### src/sv/vcpm_pkg.sv
// Shared types, constants and register codes for the vision cone perception memory.
package vcpm_pkg;

    localparam int OBSERVERS = 32;
    localparam int ENTITIES  = 32;
    localparam int SLOTS     = OBSERVERS * ENTITIES;
    localparam int SLOT_W    = $clog2(SLOTS);

    localparam int IN_W  = 200;
    localparam int OUT_W = 136;

    localparam int QDEPTH  = 4;
    localparam int QPTR_W  = $clog2(QDEPTH);
    localparam int DIV_STEPS = 17;

    localparam logic [16:0] CONF_ONE = 17'h10000;

    // Configuration register indexes.
    localparam logic [1:0] REG_VIEW_DISTANCE    = 2'd0;
    localparam logic [1:0] REG_AWARENESS_RADIUS = 2'd1;
    localparam logic [1:0] REG_CONE_COSINE      = 2'd2;
    localparam logic [1:0] REG_MEMORY_TICKS     = 2'd3;

    typedef struct packed {
        logic [19:0]        view_distance;
        logic [19:0]        awareness_radius;
        logic signed [15:0] cone_cosine;
        logic [15:0]        memory_ticks;
    } cfg_t;

    // Item as it travels through the front pipeline and the queue.
    typedef struct packed {
        logic              ok;
        logic              vis;
        logic [SLOT_W-1:0] slot;
        logic [4:0]        ent;
        logic [19:0]       ex;
        logic [19:0]       ey;
        logic [19:0]       sx;
        logic [19:0]       sy;
        logic [31:0]       now;
    } job_t;

    // One word of the memory table.
    typedef struct packed {
        logic        valid;
        logic [19:0] py;
        logic [19:0] px;
        logic [19:0] sy;
        logic [19:0] sx;
        logic [31:0] seen;
    } entry_t;

    typedef struct packed {
        logic [4:0]  ent;
        logic [19:0] x;
        logic [19:0] y;
        logic [19:0] sx;
        logic [19:0] sy;
        logic [16:0] conf;
        logic [31:0] seen;
    } res_t;

endpackage

### src/sv/vcpm_queue.sv
// Short queue between the front pipeline and the table back end.
module vcpm_queue (
    input  logic           clk,
    input  logic           rst_n,
    input  logic           push,
    input  vcpm_pkg::job_t push_job,
    output logic           full,
    input  logic           pop,
    output vcpm_pkg::job_t pop_job,
    output logic           empty
);
    import vcpm_pkg::*;

    job_t              slot_reg [QDEPTH];
    logic [QPTR_W-1:0] wr_reg, rd_reg;
    logic [QPTR_W:0]   cnt_reg;
    logic              do_push, do_pop;

    assign full    = cnt_reg == (QPTR_W+1)'(QDEPTH);
    assign empty   = cnt_reg == '0;
    assign do_push = push && !full;
    assign do_pop  = pop && !empty;
    assign pop_job = slot_reg[rd_reg];

    // Pointers and fill count.
    always_ff @(posedge clk or negedge rst_n)
    begin
        if (!rst_n)
        begin
            wr_reg  <= '0;
            rd_reg  <= '0;
            cnt_reg <= '0;
        end
        else
        begin
            if (do_push)
            begin
                wr_reg <= wr_reg + 1'b1;
            end
            if (do_pop)
            begin
                rd_reg <= rd_reg + 1'b1;
            end
            cnt_reg <= cnt_reg + (QPTR_W+1)'(do_push) - (QPTR_W+1)'(do_pop);
        end
    end

    // Storage.
    always_ff @(posedge clk)
    begin
        if (do_push)
        begin
            slot_reg[wr_reg] <= push_job;
        end
    end

endmodule

### config.mk
export PLATFORM = sky130hd
export DESIGN_NAME = vcpm_queue
export DESIGN_NICKNAME = d
export VERILOG_FILES = /design/src/sv/vcpm_pkg.sv /design/src/sv/vcpm_queue.sv
export SDC_FILE = /design/constraint.sdc
export NUM_CORES = 1
export LEC_CHECK = 0
export BUFFER_PORTS_ARGS = -buffer_cell sky130_fd_sc_hd__clkbuf_2
export CAP_MARGIN = 20
export CELL_PAD_IN_SITES_DETAIL_PLACEMENT = 1
export CELL_PAD_IN_SITES_GLOBAL_PLACEMENT = 2
export CORE_MARGIN = 8
export CORE_UTILIZATION = 50
export CTS_BUF_LIST = sky130_fd_sc_hd__clkbuf_4
export DETAILED_ROUTE_END_ITERATION = 8
export PLACE_DENSITY_LB_ADDON = 0.1
export RECOVER_POWER = 25
export SYNTH_ARGS = -nofsm -noshare
export SYNTH_HDL_FRONTEND = slang
export SYNTH_SLANG_ARGS = --single-unit
### constraint.sdc
create_clock -name clk -period 8.1 [get_ports clk]
set_input_delay 0.405 -clock clk [delete_from_list [all_inputs] [get_ports clk]]
set_output_delay 0.405 -clock clk [all_outputs]
set_load 0.005 [all_outputs]
# == Word-level counts from Yosys, hierarchy flattened ==
# Memory sizes are Yosys's and may differ from the RTL's.
# Cells that the tools add are included.
# op_classes
n_mux,2
n_eq_ne,1
reduce_logical,5
n_addsub,4
# op_table
op,n
$add A2 B1 Y2 const B,2
$add A3 B1 Y3,1
$eq A3 B3 Y1 const B,1
$logic_not A3 Y1,1
$sub A3 B1 Y3,1
$logic_and A1 B1 Y1,2
$logic_not A1 Y1,2
$mux W1,2
# word_totals
regBits,7
inputBits,133
elab_cells,16
out_inout_bits,131
ram_bits,516
n_memories,1
# memory_table
memory,depth,word_bits,rd,rd_clocked_by_memory_dff,write_ports,line,text
slot_reg,4,129,1,0,1,vcpm_queue.sv:14,job_t slot_reg [QDEPTH];

# == Longest topological paths before layout ==
# logic_depth
depth_word,5
depth_mapped,8
mapped_depth_nobuf,8

# == Least setup slack after synthesis ==
# Ideal clock, no wire load.
# synth_timing
path_kind,flip-flop to flip-flop
startpoint,register cnt_reg[2]
endpoint,"memory slot_reg[0][0] (netlist bit), enable pin"
period_less_slack_ns,4.216
arrival_ns,3.712
setup_slack_ns,3.884
setup_time_ns,0.505
stages_incl_launch_ff,3
required_time_ns,7.595
n_path_buf,0
cell_sequence,dfrtp_1 > nor3b_2 > and3b_1
# synth_via
elab_chain_len,5
# synth_lines
item,line,text
from (decl),vcpm_queue.sv:16,logic [QPTR_W:0] cnt_reg;
from (signal assigned),vcpm_queue.sv:44,cnt_reg <= cnt_reg + (QPTR_W+1)'(do_push) - (QPTR_W+1)'(do_pop);
$eq A3 B3 Y1,vcpm_queue.sv:19,assign full = cnt_reg == (QPTR_W+1)'(QDEPTH);
via full,vcpm_queue.sv:7,"output logic full,"
$logic_not A1 Y1,vcpm_queue.sv:21,assign do_push = push && !full;
$logic_and A1 B1 Y1,vcpm_queue.sv:21,
$mux W1,vcpm_queue.sv:51,if (do_push)
$mux W1 (implied by the code),vcpm_queue.sv:53,slot_reg[wr_reg] <= push_job;
to (decl),vcpm_queue.sv:14,
# The timed path passes the listed nets, and every way through them passes these cells.

==> results_dict.tcl <==
set metrics [dict create \
    status "complete, no violations" \
    synth_warnings 0 \
    largest_reg_flops 516 \
    avgRoutedWirePerCell_um 23.4 \
    floorplan.initialDensity_pct 50.6 \
    fin_tns_setup_ps 0 \
    max_slew_margin_pct 31.2 \
    drive_above_1_share_pct 40.6 \
    rows 71 \
    core_area_um2 37700 \
    grt_overflow 0 \
    peakVddDrop_uv 320 \
    cts_root_buf "clkbuf_4" \
    die_height_um 211 \
    p_int_w 0.00583 \
    cap_violations 0 \
    dpl.hpwl_um 24700 \
    synthCells 715 \
    cp_data_arrival_time_ps 3380 \
    yosys.area_share.simple_pct 0.544 \
    synth_top_family_by_area "multiplexers" \
    holdCritPathClass "input port to register" \
    p_leak_nw 8.20 \
    dpl_cell_area_um2 20900 \
    tightestPinTransition_ps 1030 \
    vias_per_cell 5.22 \
    grt_start_max_net_pins 108 \
    synth_adder_area_share_pct 0.498 \
    gp_congestion 0.683 \
    antenna_found_initial 5 \
    vias 9519 \
    ys_seq_area_share_pct 82.1 \
    clk_path_buf_depth 3 \
    port_buffers 263 \
    synth-xor-area-share_pct 0.184 \
    r2r_cells 4 \
    worst_setup_path_start_kind "register" \
    required_ps 7700 \
    muxShareOfSynthArea_pct 15.2 \
    path_class "register to output port" \
    p_comb_share_pct 27.1 \
    setup_violations 0 \
    final_antenna_net_count 0 \
    drtPass1Iterations 4 \
    fmax_mhz 264 \
    cp-end-kind "output port" \
    ys_types 21 \
    period_share_pct 46.7 \
    drv_slew 0 \
    clkTransAtPathRegs_ps 60 \
    p_per_area_nw_per_um2 344 \
    power.total_w 0.00819 \
    htreeDepth 4 \
    stdcell_area_um2 23800 \
    switching_share_pct 28.8 \
    fin_nets 1371 \
    die_width_um 211 \
    fin_skew_ps 22.2 \
    hold_depth 2 \
    clock-sinks 523 \
    holdCritStartpoint "push_job[21]" \
    worst-path-max-fanout 67 \
    hold_viol_final 0 \
    cts_tree "yes" \
    syn-mean-instance-area_um2 26.7 \
    finalNonFillerCells 1825 \
    drc_errors 0 \
    holdPathEnd "slot_reg[2][21]" \
    pin_count 264 \
    switching_power_w 0.00236 \
    syn-num-nets 855 \
    period_needed_ps 3780 \
    dp.cells 1470 \
    grt_pass1_vias 10900 \
    synth_compound_area_share_pct 0.164 \
    synth.ff_latch_count 523 \
    drt_first_iter_violations 406 \
    r2r_start "cnt_reg[2]" \
    cts_resized 0 \
    r2r-end "slot_reg[3][40]" \
    insertion_delay_ps 770 \
    rsz0062_at_grt "false" \
    utilization_pct 63.2 \
    syn2layout_area_growth_pct 24.7 \
    die-area_um2 44700 \
    rrSetupSlack_ps 4830 \
    postRouteWirelength_um 42700 \
    grt_first_pass_wirelength_um 64700 \
    synth_area_um2 19100 \
    clkPwrFrac_pct 26.4 \
    seq_power_share_pct 46.5 \
    cts_buffers 137 \
    track_usage_pct 19.4 \
]
worst max path at each step:
stage                from              end  slack (ps)  cells past startpoint
2_1_floorplan  cnt_reg[2]   slot_reg[0][0]        3880                      2
3_3_place_gp   cnt_reg[2]  slot_reg[3][51]        4810                      4
3_5_place_dp   cnt_reg[2]  slot_reg[3][65]        4780                      4
4_1_cts         rd_reg[1]      pop_job[18]        4120                      3
5_1_grt         rd_reg[1]      pop_job[18]        4080                      3
6_report        rd_reg[1]      pop_job[18]        4320                      3
cell usage in the layout, fill, tap and decap left out, types with 6 or more instances in the layout:
master         count
clkinv_1          11
edfxtp_1         516
clkbuf_2         179
clkbuf_1          84
inv_1              6
dlygate4sd3_1    133
clkbuf_4         200
buf_4              9
ha_1               6
mux4_2           129
through the flow:
stage | hold WS [ps] | setup WS (ps)
finish | 421 | 4320
global route | 359 | 4080
CTS | 277 | 4120
floorplan | 109 | 3880
global placement | 255 | 4810
detailed placement | 260 | 4780
power groups by stage:
stage / Clock [W] / Combinational [W] / Sequential (W)
2_1_floorplan: 0 / 0.00142 / 0.00376
3_3_place_gp: 0 / 0.00223 / 0.00383
3_5_place_dp: 0 / 0.00223 / 0.00387
4_1_cts: 0.00223 / 0.00230 / 0.00382
5_1_grt: 0.00235 / 0.00242 / 0.00386
6_report: 0.00216 / 0.00222 / 0.00381
area by class of cell:
class	count	area [um2]
Antenna cell	4	10.0
Clock buffer	200	1500
Clock inverter	18	120
Fill cell	3295	13900
Inverter	6	22.5
Multi-Input combinational cell	157	3190
Sequential cell	523	15700
Tap cell	511	639
Timing Repair Buffer	406	2630
layer usage:
metal	global-route usage, %	vias up	part of all wire [%]
met3	6.31	54	6.3
li1	-	4199	-
met2	31.6	299	51
met4	7.55	2	1.8
met5	0	-	0.019
met1	24.1	4965	40
cells by family after synthesis:
logic type | Yosys count
compound gates | 4
xor+xnor | 4
fa+ha+maj | 7
buf+inv | 35
flops | 523
mux | 129
simple gates | 13
repair_timing:
item                                   in CTS  in global routing
buffers inserted                            0                  0
endpoints found under the hold margin     527                  0
hold buffers                              133                  0
cell usage after synthesis:
cell type | instances | area share, %
nor3b_2 | 1 | 0.066
buf_1 | 1 | 0.020
o211ai_1 | 2 | 0.079
inv_1 | 6 | 0.12
nand2_1 | 1 | 0.020
xnor2_1 | 4 | 0.18
buf_4 | 2 | 0.079
ha_1 | 6 | 0.39
edfxtp_1 | 516 | 81
buf_6 | 11 | 0.65
mux4_2 | 129 | 15
o311ai_0 | 1 | 0.046
o31ai_1 | 1 | 0.039
nand4bb_1 | 2 | 0.12
buf_2 | 12 | 0.31
dfrtp_1 | 7 | 0.92
and3b_1 | 4 | 0.18
nor3_1 | 1 | 0.026
fa_1 | 1 | 0.10
clkbuf_1 | 3 | 0.059
nand2b_1 | 4 | 0.13
critical path, stage by stage, from the launching register on:
cell and delay, ps:
dfrtp_4 1040, buf_4 900, mux4_2 460, clkbuf_2 140
No activity file was read; power rests on OpenSTA's default activity.
